### src/design/btid_pkg.sv
// shared widths, limits and helpers for the terminator-block integer decoder
package btid_pkg;

	localparam int WordW       = 32;
	localparam int ValueW      = 32;
	localparam int BufW        = 35;
	localparam int BitsW       = 6;
	localparam int CfgW        = 3;
	localparam int NumWidthReg = 4;
	localparam int AddrW       = 4;
	localparam int DataW       = 32;
	localparam int MaxBlocks   = 16;

	localparam logic [CfgW-1:0] WidthReset = 3'd2;
	localparam logic [CfgW-1:0] WidthMin   = 3'd2;
	localparam logic [CfgW-1:0] WidthMax   = 3'd4;

	// pending result before the last-of-word flag is known
	typedef struct packed {
		logic [ValueW-1:0] value;
		logic              too_long;
	} result_t;

	function automatic logic [CfgW-1:0] clamp_width(input logic [CfgW-1:0] w);
		logic [CfgW-1:0] r;
		r = w;
		if (w < WidthMin) r = WidthMin;
		if (w > WidthMax) r = WidthMax;
		return r;
	endfunction

endpackage

### src/design/btid_if.sv
// valid/ready channel interfaces for stream words and decoded results
interface btid_word_if;
	logic                      valid;
	logic                      ready;
	logic [btid_pkg::WordW-1:0] stream_word;
	logic                      first_word;

	modport source (output valid, output stream_word, output first_word, input ready);
	modport sink (input valid, input stream_word, input first_word, output ready);
endinterface

interface btid_result_if;
	logic                       valid;
	logic                       ready;
	logic [btid_pkg::ValueW-1:0] decoded_value;
	logic                       too_long;
	logic                       last_of_word;

	modport source (output valid, output decoded_value, output too_long, output last_of_word,
		input ready);
	modport sink (input valid, input decoded_value, input too_long, input last_of_word,
		output ready);
endinterface

### src/design/block_terminator_integer_decoder.sv
// terminator-block mixed-radix integer code decoder, one block per cycle unless a stalled output holds it
//
//  channel   dir   handshake        payload
//  words     in    valid/ready      stream_word[31:0], first_word
//  results   out   valid/ready      decoded_value[31:0], too_long, last_of_word
//  apb       in    psel/penable     width_block0..3 at byte address 4*i
//
// a word is accepted in the idle state; the shared multiply-accumulate step then
// decodes one block at a time, and a closing step returns to idle once fewer bits
// than the block width remain; a result waits in a holding register until the
// next result or the word's end sets its last flag, so a stalled output pauses
// the step loop
// reset clears the buffer, the partial code and restores all widths to 2
module block_terminator_integer_decoder #(
	parameter int MAX_BLOCKS = btid_pkg::MaxBlocks
) (
	input  logic                         clk,
	input  logic                         arst_n,
	btid_word_if.sink                    words,
	btid_result_if.source                results,
	input  logic                         psel,
	input  logic                         penable,
	input  logic                         pwrite,
	input  logic [btid_pkg::AddrW-1:0]   paddr,
	input  logic [btid_pkg::DataW-1:0]   pwdata,
	output logic [btid_pkg::DataW-1:0]   prdata,
	output logic                         pready
);

	localparam int IdxW = $clog2(MAX_BLOCKS);

	typedef enum logic {ST_IDLE, ST_RUN} state_t;

	state_t                        state_q;
	logic [btid_pkg::CfgW-1:0]     width_q [btid_pkg::NumWidthReg];
	logic [btid_pkg::BufW-1:0]     buf_q;
	logic [btid_pkg::BitsW-1:0]    bits_q;
	logic [IdxW-1:0]               idx_q;
	logic [btid_pkg::ValueW-1:0]   sum_q;
	logic [btid_pkg::ValueW-1:0]   weight_q;
	logic [btid_pkg::ValueW-1:0]   count_q;
	logic                          pend_valid_q;
	btid_pkg::result_t             pend_q;
	logic                          out_valid_q;
	btid_pkg::result_t             out_q;
	logic                          out_last_q;

	logic [btid_pkg::CfgW-1:0]     cur_w;
	logic [3:0]                    mask;
	logic [3:0]                    blk;
	logic                          have;
	logic                          term;
	logic                          at_limit;
	logic                          gen;
	logic                          out_free;
	logic                          step_ok;
	logic                          finish;
	logic                          out_load;
	logic [btid_pkg::ValueW-1:0]   prod;
	logic [btid_pkg::ValueW-1:0]   next_weight;
	logic                          cfg_wr;

	assign pready = 1'b1;
	assign cfg_wr = psel && penable && pwrite;
	assign prdata = btid_pkg::DataW'(width_q[paddr[3:2]]);

	assign words.ready           = (state_q == ST_IDLE);
	assign results.valid         = out_valid_q;
	assign results.decoded_value = out_q.value;
	assign results.too_long      = out_q.too_long;
	assign results.last_of_word  = out_last_q;

	always_comb begin
		if (idx_q >= IdxW'(4)) begin
			cur_w = btid_pkg::WidthMin;
		end else begin
			cur_w = btid_pkg::clamp_width(width_q[idx_q[1:0]]);
		end
		mask        = 4'((5'd1 << cur_w) - 5'd1);
		blk         = buf_q[3:0] & mask;
		have        = bits_q >= btid_pkg::BitsW'(cur_w);
		term        = (blk == mask);
		at_limit    = (idx_q == IdxW'(MAX_BLOCKS - 1));
		gen         = have && (term || at_limit);
		out_free    = !out_valid_q || results.ready;
		step_ok     = have && (!gen || !pend_valid_q || out_free);
		finish      = !have && (!pend_valid_q || out_free);
		out_load    = (state_q == ST_RUN) && pend_valid_q && ((step_ok && gen) || finish);
		prod        = weight_q * btid_pkg::ValueW'(blk);
		next_weight = weight_q * btid_pkg::ValueW'(mask);
	end

	always_ff @(posedge clk or negedge arst_n) begin
		if (!arst_n) begin
			state_q      <= ST_IDLE;
			for (int i = 0; i < btid_pkg::NumWidthReg; i++) begin
				width_q[i] <= btid_pkg::WidthReset;
			end
			buf_q        <= '0;
			bits_q       <= '0;
			idx_q        <= '0;
			sum_q        <= '0;
			weight_q     <= btid_pkg::ValueW'(1);
			count_q      <= '0;
			pend_valid_q <= 1'b0;
			out_valid_q  <= 1'b0;
		end else begin
			if (cfg_wr) begin
				width_q[paddr[3:2]] <= pwdata[btid_pkg::CfgW-1:0];
			end
			out_valid_q <= out_load || (out_valid_q && !results.ready);
			unique case (state_q)
				ST_IDLE: begin
					if (words.valid) begin
						if (words.first_word) begin
							buf_q    <= btid_pkg::BufW'(words.stream_word);
							bits_q   <= btid_pkg::BitsW'(btid_pkg::WordW);
							idx_q    <= '0;
							sum_q    <= '0;
							weight_q <= btid_pkg::ValueW'(1);
							count_q  <= '0;
						end else begin
							buf_q  <= buf_q | (btid_pkg::BufW'(words.stream_word) << bits_q);
							bits_q <= bits_q + btid_pkg::BitsW'(btid_pkg::WordW);
						end
						state_q <= ST_RUN;
					end
				end
				ST_RUN: begin
					if (step_ok) begin
						buf_q  <= buf_q >> cur_w;
						bits_q <= bits_q - btid_pkg::BitsW'(cur_w);
						if (gen) begin
							idx_q    <= '0;
							sum_q    <= '0;
							weight_q <= btid_pkg::ValueW'(1);
							count_q  <= '0;
							if (pend_valid_q) begin
								out_q      <= pend_q;
								out_last_q <= 1'b0;
							end
							pend_valid_q    <= 1'b1;
							pend_q.value    <= term ? (sum_q + count_q) : '0;
							pend_q.too_long <= !term;
						end else begin
							sum_q    <= sum_q + prod;
							count_q  <= count_q + weight_q;
							weight_q <= next_weight;
							idx_q    <= idx_q + IdxW'(1);
						end
					end else if (finish) begin
						if (pend_valid_q) begin
							out_q      <= pend_q;
							out_last_q <= 1'b1;
						end
						pend_valid_q <= 1'b0;
						state_q      <= ST_IDLE;
					end
				end
				default: state_q <= ST_IDLE;
			endcase
		end
	end

`ifndef ASSERT_OFF
	a_idle_no_pending: assert property (@(posedge clk) disable iff (!arst_n)
		words.ready |-> !pend_valid_q)
		else $error("pending result while idle");
	a_idle_leftover: assert property (@(posedge clk) disable iff (!arst_n)
		(state_q == ST_IDLE) |-> (bits_q < btid_pkg::BitsW'(4)))
		else $error("too many leftover bits while idle");
	a_buf_bound: assert property (@(posedge clk) disable iff (!arst_n)
		bits_q <= btid_pkg::BitsW'(btid_pkg::BufW))
		else $error("bit count exceeds buffer");
	a_accept_runs: assert property (@(posedge clk) disable iff (!arst_n)
		(words.valid && words.ready) |=> (state_q == ST_RUN))
		else $error("accepted word not processed");
	a_idx_bound: assert property (@(posedge clk) disable iff (!arst_n)
		idx_q <= IdxW'(MAX_BLOCKS - 1))
		else $error("block index past limit");
`endif

endmodule
### src/flat_wrapper.sv
// flat-port wrapper written by rule: the top's interface ports become plain ports
module block_terminator_integer_decoder_flat 
#(
	parameter int MAX_BLOCKS = btid_pkg::MaxBlocks
)
  (clk, arst_n, psel, penable, pwrite, paddr, pwdata, prdata, pready, words_valid, words_stream_word, words_first_word, words_ready, results_valid, results_decoded_value, results_too_long, results_last_of_word, results_ready);
  btid_word_if words_i ();
  btid_result_if results_i ();
  input  logic clk;
  input  logic arst_n;
  input  logic psel;
  input  logic penable;
  input  logic pwrite;
  input  logic [btid_pkg::AddrW-1:0] paddr;
  input  logic [btid_pkg::DataW-1:0] pwdata;
  output logic [btid_pkg::DataW-1:0] prdata;
  output logic pready;
  input wire logic [$bits(words_i.valid)-1:0] words_valid;
  input wire logic [$bits(words_i.stream_word)-1:0] words_stream_word;
  input wire logic [$bits(words_i.first_word)-1:0] words_first_word;
  output wire logic [$bits(words_i.ready)-1:0] words_ready;
  output wire logic [$bits(results_i.valid)-1:0] results_valid;
  output wire logic [$bits(results_i.decoded_value)-1:0] results_decoded_value;
  output wire logic [$bits(results_i.too_long)-1:0] results_too_long;
  output wire logic [$bits(results_i.last_of_word)-1:0] results_last_of_word;
  input wire logic [$bits(results_i.ready)-1:0] results_ready;
  assign words_i.valid = words_valid;
  assign words_i.stream_word = words_stream_word;
  assign words_i.first_word = words_first_word;
  assign words_ready = words_i.ready;
  assign results_valid = results_i.valid;
  assign results_decoded_value = results_i.decoded_value;
  assign results_too_long = results_i.too_long;
  assign results_last_of_word = results_i.last_of_word;
  assign results_i.ready = results_ready;
  block_terminator_integer_decoder #(.MAX_BLOCKS(MAX_BLOCKS)) u_core (.clk(clk), .arst_n(arst_n), .words(words_i), .results(results_i), .psel(psel), .penable(penable), .pwrite(pwrite), .paddr(paddr), .pwdata(pwdata), .prdata(prdata), .pready(pready));
endmodule
### config.mk
export PLATFORM = sky130hd
export DESIGN_NAME = block_terminator_integer_decoder_flat
export DESIGN_NICKNAME = d
export VERILOG_FILES = /design/src/design/btid_pkg.sv /design/src/design/btid_if.sv /design/src/design/block_terminator_integer_decoder.sv /design/src/flat_wrapper.sv
export SDC_FILE = /design/constraint.sdc
export NUM_CORES = 1
export LEC_CHECK = 0
export ABC_AREA = 1
export CORE_MARGIN = 2
export CORE_UTILIZATION = 26
export DETAILED_ROUTE_END_ITERATION = 6
export DONT_BUFFER_PORTS = 1
export SLEW_MARGIN = 25
export SYNTH_ARGS = -nofsm -noshare
export SYNTH_HDL_FRONTEND = slang
export SYNTH_SLANG_ARGS = --single-unit
### constraint.sdc
create_clock -name clk -period 9.8 [get_ports clk]
set_clock_uncertainty 0.05 [all_clocks]
set_input_delay 0.98 -clock clk [delete_from_list [all_inputs] [get_ports clk]]
set_output_delay 0.98 -clock clk [all_outputs]
set_load 0.02 [all_outputs]
* Word level (Yosys, flattened, before mapping)
Cells that the tools add are included.
** Operators by class
- Add/subtract/negate cells :: 7
- Multiply operators :: 2
- Order comparisons :: 7
- Equality and inequality tests :: 6
- Shift operators :: 3
- Multiplexer cells :: 54
- Bitwise operators :: 5
- Reductions and logical operators :: 30
** Operators with widths (count)
- 32-bit 2-to-1 mux :: 10
- 32-bit case mux with 2 select lines :: 3
- 33-bit 2-to-1 mux :: 4
- 35-bit 2-to-1 mux :: 3
- 32-bit adder :: 3
- 35-bit case mux with 2 select lines :: 1
- 32-bit by 4-bit multiplier with 32-bit output :: 2
- 35-bit bitwise OR :: 1
- 32-bit by 6-bit left shift with 35-bit output :: 1
- 35-bit by 3-bit >> shifter with 35-bit output :: 1
- 3-bit 2-to-1 mux :: 8
- 6-bit 2-to-1 mux :: 3
- 4-bit 2-to-1 mux :: 4
- 3-bit binary-select mux with 2-bit select :: 2
- 12-bit bitwise mux :: 1
- 6-bit case mux with 2 select lines :: 1
- 1-bit 2-to-1 mux :: 11
- 1-bit logical AND :: 10
- 4-bit case mux with 2 select lines :: 1
- 4-bit AND reduction :: 2
- 1-bit logical OR :: 7
- 6-bit adder, second input constant :: 1
- 3-bit demux with 2-bit select :: 1
- 3-bit >= comparator, second input constant :: 2
- 22 further kinds :: 31
** Storage, ports and cells
- Register bits :: 223
- Input port bits :: 76
- Output and inout port bits :: 69
- Word-level logic and storage cells :: 132

* Logic depth before layout (Yosys ltp)
Gate-level depths: netlist of run 1.
- Depth after elaboration :: 22
- Depth in mapped cells :: 28
- Depth with buffers taken out :: 27

* Least setup slack after synthesis of run 1
No wires, ideal clock.
- Path kind :: flip-flop to flip-flop
- Start point :: register u_core.idx_q[0]
- End point :: register u_core.sum_q[24] (netlist bit)
- Library setup time :: 0.121 ns
- Arrival time :: 4.417 ns
- Required time :: 9.629 ns
- Slack :: 5.213 ns
- Stages on the path, launching flop included :: 24
- Buffers on the path :: 2
- Period minus slack after synthesis :: 4.587 ns
- Cell sequence :: dfrtp_1 -> inv_2 -> nand2_1 -> nand3_2 -> nand2_2 -> a21oi_2 -> nand2_1 -> clkbuf_1 -> clkbuf_1 -> nor2_1 -> fa_1 -> fa_1 -> inv_1 -> fa_1 -> inv_1 -> ha_1 -> a21oi_1 -> a21boi_0 -> o21bai_1 -> nand2_1 -> nand3_1 -> or2_2 -> nand2_1 -> o21ai_1
** On the way
- Cells in the longest elaborated chain, start to end :: 20
- Elaborated cells on any way between the ends :: 29
- Classes of those cells :: add/sub: 2; mul: 1; order compare: 4; eq/ne: 3; shift: 1; mux: 9; bitwise: 2; reduce/logical: 7
** Ends and longest elaborated chain
- from (decl) :: RTL line block_terminator_integer_decoder.sv:38 : logic [IdxW-1:0] idx_q;
- from (signal assigned) :: RTL line block_terminator_integer_decoder.sv:149 : idx_q <= idx_q + IdxW'(1);
- parallel branches: the longest is 20 deep, another holds 32-bit by 4-bit multiplier with 32-bit output
- to (signal assigned) :: RTL line block_terminator_integer_decoder.sv:146 : sum_q <= sum_q + prod;
- to (decl) :: RTL line block_terminator_integer_decoder.sv:39 : logic [btid_pkg::ValueW-1:0] sum_q;
Several ways; the timed one is not identified. The select of a mux whose other input is x is not followed.
A chain may end at the register's enable or synchronous reset.

* Final worst setup path of run 1
Same ends and word-level chain as after synthesis.

==> results of run 1 <==
-- through the flow --
| stage | area [sq um] | power [mW] | setup slack [ns] | util, % |
|---|---|---|---|---|
| floorplan | 24200 | 6.26 | 5.21 | - |
| global placement | 25100 | 7.81 | 4.38 | 27.3 |
| detailed placement | 25100 | 7.87 | 4.34 | 27.4 |
| CTS | 26200 | 9.14 | 4.33 | 28.5 |
| global route | 26200 | 10.1 | 4.00 | 28.6 |
| finish | 26200 | 9.13 | 4.29 | 28.6 |
-- final cells by class --
class                           count  area (sq um)  area share [%]
Multi-Input combinational cell   2623         15400            58.8
Clock inverter                     21           295            1.13
Inverter                          549          2060            7.87
Timing Repair Buffer               20           205           0.782
Tap cell                         1243          1560            5.93
Sequential cell                   223          5920            22.6
Clock buffer                       33           761            2.90
-- worst min-delay path by stage --
stage               depth (start not counted)              from  slack (ns)                               to
finish                                      0            arst_n        0.03                 u_core.buf_q[23]
global route                                0            arst_n        0.02                 u_core.buf_q[23]
CTS                                         0            arst_n       0.002                 u_core.buf_q[23]
detailed placement                          0  u_core.pend_q[1]        0.35  u_core.results.decoded_value[0]
global placement                            0  u_core.pend_q[8]        0.35  u_core.results.decoded_value[7]
floorplan                                   0  u_core.pend_q[1]        0.35  u_core.results.decoded_value[0]
-- layout by cell type (no fill, tap or decap), types with 17 or more instances in the layout --
cell and n:
o22ai_1 20, nor3_1 28, xnor2_1 51, xor2_1 20, edfxtp_1 67, nand2_1 983
nor2_1 289, dfrtp_1 150, a21oi_1 203, clkbuf_16 29, nand3_1 227, conb_1 30
ha_1 133, inv_1 543, o21ai_1 86, fa_1 146, o211ai_1 17, nand4_1 54
o21bai_1 21, o21ai_0 203
-- layer usage --
| layer | wire, um | GRT usage, % | vias to the layer above | share of wire [%] |
|---|---|---|---|---|
| met2 | 34900 | 25.5 | 735 | 45 |
| met5 | 0 | 0 | - | 0 |
| li1 | - | - | 11100 | - |
| met1 | 36300 | 23.4 | 10700 | 47 |
| met3 | 5270 | 2.00 | 79 | 6.8 |
| met4 | 1360 | 3.47 | 0 | 1.7 |
-- state kept, by name, indices dropped and copies added, names as in the netlist --
| name | count |
|---|---|
| u_core.bits_q | 6 |
| u_core.buf_q | 35 |
| u_core.count_q | 32 |
| u_core.idx_q | 4 |
| u_core.pend_q | 33 |
| u_core.pend_valid_q | 1 |
| u_core.results.decoded_value | 32 |
| u_core.results.last_of_word | 1 |
| u_core.results.too_long | 1 |
| u_core.results.valid | 1 |
| u_core.state_q | 1 |
| u_core.sum_q | 32 |
| u_core.weight_q | 32 |
| u_core.width_q | 12 |
-- critical path: stages (launching register included) --
cell and delay [ns]:
dfrtp_1 0.48, inv_2 0.15, nand3_1 0.08, nand3_1 0.08
nand2_1 0.13, a21oi_2 0.15, buf_4 0.33, nand2_1 0.09
buf_4 0.25, inv_1 0.26, nand2_1 0.12, fa_1 0.54
fa_1 0.43, fa_1 0.50, inv_1 0.05, ha_1 0.34
nand2_1 0.09, nand2_1 0.06, o21bai_1 0.24, a21o_1 0.26
nand3_1 0.09, nand3_1 0.14, or2_2 0.31, nand2_1 0.06
o21ai_1 0.06
-- power by group --
group	internal, mW	switching [mW]
Clock	0.721	0.494
Combinational	2.07	4.18
Sequential	1.25	0.418
Total	4.03	5.10
-- kinds of logic (layout without fill, tap and decap cells) --
kind of cell	count (synthesis)	count (layout)	synth area share, %
flops	223	223	24.6
simple gates	1621	1621	27.7
fa+ha+maj	279	279	19.0
other cells	2	30	0.0312
compound gates	622	622	14.1
xor+xnor	71	71	2.58
buf+inv	716	623	12.0
-- cells in the mapped netlist (all sizes together) (6+ instances only) --
master  instances  area share [%]
a211oi          6            0.19
o21bai         21            0.65
nor2          293             4.6
o211ai         17            0.53
dfrtp         151              16
o22ai          20            0.52
a31oi          13            0.34
clkbuf         93             1.4
a22oi           8            0.25
a21boi         10            0.31
or2            14            0.36
nand3         231             4.9
buf            74             1.9
nor3           28            0.58
o21ai         289             6.0
o21a           10            0.31
a21o           16            0.50
nand2         990              16
ha            133             6.9
fa            146              12
edfxtp         67             8.4
nand4          54             1.4
a21oi         206             4.3
inv           547             8.5
xnor2          51             1.9
xor2           20            0.73
-- timing repair --
item / in CTS / in global routing
hold endpoints to repair: 11 / 0
buffers inserted: 0 / 0
hold buffers: 2 / 0
==> run metrics, run 1 <==
#FFs+latches synth 223; FP Rows 111; maximum fanout along the worst path 31; Setup Total Neg Slack 0 ns; YS warnings 0; root buffer cell clkbuf_16; critical path arrival 5.92 ns; port bufs 0; Leak Pwr 12.9 nW; crit end category flip-flop; Startpoint Class flip-flop; worst r2r path cells 24; Worst R2R End u_core.sum_q[24]; Synth cell types 48; Initial DRC Count 2,195; number of diodes 0; Max Cap Viol 0; RD Place Congestion 0.965; clk_lat worst skew 0.62 ns; # H-tree levels 1; DRT Wirelength 77,900 um; CP Launch Point u_core.idx_q[0]; final cell count without fillers 4,712; TritonCTS clock tree built; Slew headroom 29.5%; CTS clk-pin slew, worst paths 0.06 ns; reg-to-reg startpoint u_core.idx_q[0]; Die Height 308 um; post-layout min period 5.51 ns; Worst VDD drop 0.244 mV; Worst EP required 10.21 ns; share of flip-flops with an asynchronous set or reset 70.0%; Setup crit end u_core.sum_q[24]; drt first pass iters 7; share of cells above drive strength 1 3.20%; synthesized instance count 3,534; Top Ports 145; GRT Util Overall 16.2%; Syn Area/Cell 6.82 sq um; vias post-DR 22,500; global-route wire length before repair 122,000 um; routed length per instance 16.5 um; initial core utilization 26.2%; status finished, final reports clean; WHS 0.0273 ns; HPWL after detailed placement 60,700 um; die area 95,100 sq um; pin count of the biggest net entering global routing 132; Max Freq 0.181 GHz; Synth Cell Area 24,100 sq um; sequential share of the synthesized area 24.6%; clock sinks 223; Routed Antenna Nets 0; Die Wd 308 um; DP Cell Count 4,655; # setup viols final 0; core area 91,800 sq um; Post-synth EDFFs 67; Reg2Reg Setup Slack 4.29 ns; Min-Delay Path Class input pin to asynchronous set/reset pin; CTS buffer count 29; worst-margin pin slew 1.06 ns; vias in the first global route 21,000; fillers 10,200; critical path type flip-flop to flip-flop; Area Overhead vs Synth 8.84%; total gr overflow 0; DRC 0; Vias/cell 4.78; initial antenna violation count 1; Fin. Hold Viols 0; fin crit share 56.3%; power per cell area 348 nW/um^2; Max Root-Sink Buffers 3; post-cts sizing count 0; Synth Flop Type dfrtp_1; Max Slew Vio Count 0; Final nets 3,801; unrepaired setup endpoints after global routing false
Note: power is estimated with default switching activity, not from simulation.
==> inputs of run 2 (changes only) <==
- ABC_AREA: 1 -> 0
- clock period: 9.8 -> 4.78 ns (I/O delays scaled with it)
==> run 2 against run 1 <==
The flow now finishes with violations (setup timing); fmax up 0.82%; synthesized cell count down 28%; flip-flop and latch count unchanged; sequential share of layout area down 0.62 points; routed wire length down 20%; worst setup slack worse by 5.0 ns; area after synthesis down 7.5%; first-iteration DRC count down 50%; non-clock buffer count up 252; via count down 18%; utilization up 3.2 points; critical endpoint is now u_core.sum_q[30].
==> run metrics, run 2 <==
critical path type flip-flop to flip-flop; worst-path cell chain nand2_2 > mux4_2 > a21o_4 > nor2_4 > buf_6 > nand2_2 > fa_1 > fa_1 > fa_1 > inv_2 > ha_4 > buf_4 > o21ai_4 > o21ai_2 > a2111oi_4 > buf_4 > nor2_4 > o21ai_4 > o21ai_4 > a2111oi_4 > o311a_1 > xor2_1 > o21ai_1; share of cells above drive strength 1 18.9%; largest cells by area after synthesis dfrtp_1 (17%), fa_1 (13%), edfxtp_1 (9.0%); die area 88,100 sq um; clock sinks 223; synthesized instance count 2,534; most frequent cell after synthesis inv_1; CP Launch Point u_core.width_q[1]; Design Area, Final 27,000 sq um; Synth Flop Type dfrtp_1; critical path's largest stage delay 0.54 ns; global-route wire length before repair 100,000 um; GRT Util Overall 13.8%; Max Slew Vio Count 0; Max Root-Sink Buffers 3; unrepaired setup endpoints after global routing true; Worst R2R End u_core.sum_q[30]; Final nets 3,042; status complete, but fails checks; Slew headroom 33.0%; fillers 8,771; Setup crit end u_core.sum_q[30]; vias post-DR 18,400; Synth cell types 95; #FFs+latches synth 223; Worst EP required 5.19 ns; Synth Cell Area 22,300 sq um; RD Place Congestion 0.891; Min-Delay Path Class input pin to flip-flop; Post-synth EDFFs 67; pin count of the biggest net entering global routing 157; Area Overhead vs Synth 21.0%; total gr overflow 0; Routed Antenna Nets 0; reg-to-reg startpoint u_core.width_q[1]; root buffer cell clkbuf_16; DRT Wirelength 61,900 um; port bufs 0; post-layout min period 5.47 ns; Syn Area/Cell 8.80 sq um; Largest Register u_core.buf_q; crit path max-delay cell type dfstp_2; share of flip-flops with an asynchronous set or reset 70.0%; Die Height 297 um; Yosys top cell area share 16.9%; FP Rows 107; Levels on crit path 23; core area 85,000 sq um; final cell count without fillers 3,853; Max Cap Viol 0; Fin. Hold Viols 0; area post-placement 25,200 sq um; initial core utilization 26.2%; CTS clk-pin slew, worst paths 0.06 ns; max reg flops 35; crit end category flip-flop; drt first pass iters 5; worst r2r path cells 23; Vias/cell 4.78; hold path depth 2; vias in the first global route 18,200; setup ws final -0.688 ns; critical path arrival 5.87 ns; routed length per instance 16.1 um; commonest cells in the synthesized netlist inv_1 (268), nand2_1 (267), o21ai_0 (158); Top Ports 145; most common cell after layout, fill and taps aside inv_1; Regs by FF count u_core.buf_q: 35 flops, u_core.pend_q: 33 flops; YS warnings 0; violated checks setup timing; DP Cell Count 3,768; clk_lat worst skew 0.57 ns; HPWL after detailed placement 47,200 um; fin crit share 114%; worst-margin pin slew 1.01 ns; Die Wd 297 um; # H-tree levels 1; DRC 0; Reg2Reg Setup Slack -0.69 ns; Initial DRC Count 1,092; critical path's top delay family compound AO/OA/AOI/OAI gates; Max Freq 0.183 GHz; cell accounting for the most synthesized area dfrtp_1; TritonCTS clock tree built; CTS buffer count 27; sequential share of the synthesized area 26.6%; hold path start words_valid; Setup Total Neg Slack -17.07 ns; most frequent cells in the layout inv_1 (266), nand2_1 (258), buf_4 (243); # setup viols final 45; maximum fanout along the worst path 2; CP Buf/Inv Count 4; initial antenna violation count 1; Startpoint Class flip-flop
run 2: changes by cell type in the layout (fill, tap and decap cells not counted), sizes merged, moves of 65 or more:
cell   previous run  this run
and2              2        70
buf              19       266
inv             549       275
nand2           990       267
nand3           231        61
nor2            293       137
nor3             28        93
o21ai           289       167
run 2: worst min-delay path by stage:
stage	endpoint	slack, ns
after floorplan	u_core.bits_q[0]	0.13
after global routing	u_core.bits_q[5]	0.06
after detailed placement	u_core.results.valid	0.14
after global placement	u_core.buf_q[14]	0.14
final	u_core.bits_q[5]	0.05
after CTS	u_core.bits_q[5]	0.02
run 2: final cells by class:
| class | instances | area [sq um] | share of cell area [%] |
|---|---|---|---|
| multi-input combinational | 1890 | 15400 | 57.1 |
| sequential | 223 | 5930 | 22.0 |
| timing repair buffer | 272 | 2250 | 8.32 |
| tap | 1144 | 1430 | 5.31 |
| inverter | 273 | 1030 | 3.82 |
| clock buffer | 32 | 726 | 2.69 |
| clock inverter | 18 | 209 | 0.774 |
| antenna | 1 | 2.50 | 0.00928 |
run 2: repair_timing:
item	in CTS	in global routing
cloned	0	0
buffers inserted	18	12
hold buffers	7	0
endpoints found under the hold margin	171	0
setup endpoints to repair	45	49
pin swaps	43	41
resized for setup	66	51
run 2: metal layers:
layer  up-vias  GRT usage, %  routed length, um
met2       397          22.9              28800
met3        85          1.00               2190
li1       9025             -                  -
met1      8917          19.1              29100
met5         -             0                 13
met4         2          4.28               1880
run 2: cell families after synthesis:
family	count (synthesis)	share of synthesized area (%)
adders and majority gates	279	20.6
xor gates and xnor gates	102	4.01
buffers and inverters	449	8.53
and+or+nand+nor	755	15.9
AOI/OAI and AO/OA	631	18.9
muxes	93	5.46
DFF	223	26.6
other	2	0.0337
run 2: per-stage QoR:
stage	setup slack, ns	hold slack [ns]	util [%]
finish	-0.688	0.0509	31.7
global placement	-0.748	0.139	29.6
floorplan	-0.391	0.132	-
CTS	-0.677	0.0211	31.3
detailed placement	-0.807	0.139	29.6
global route	-0.912	0.0631	31.7
Power of run 2 is left out: the tool's default activity adds up to more than one toggle a clock period on the data nets, which glitch-free logic cannot reach.
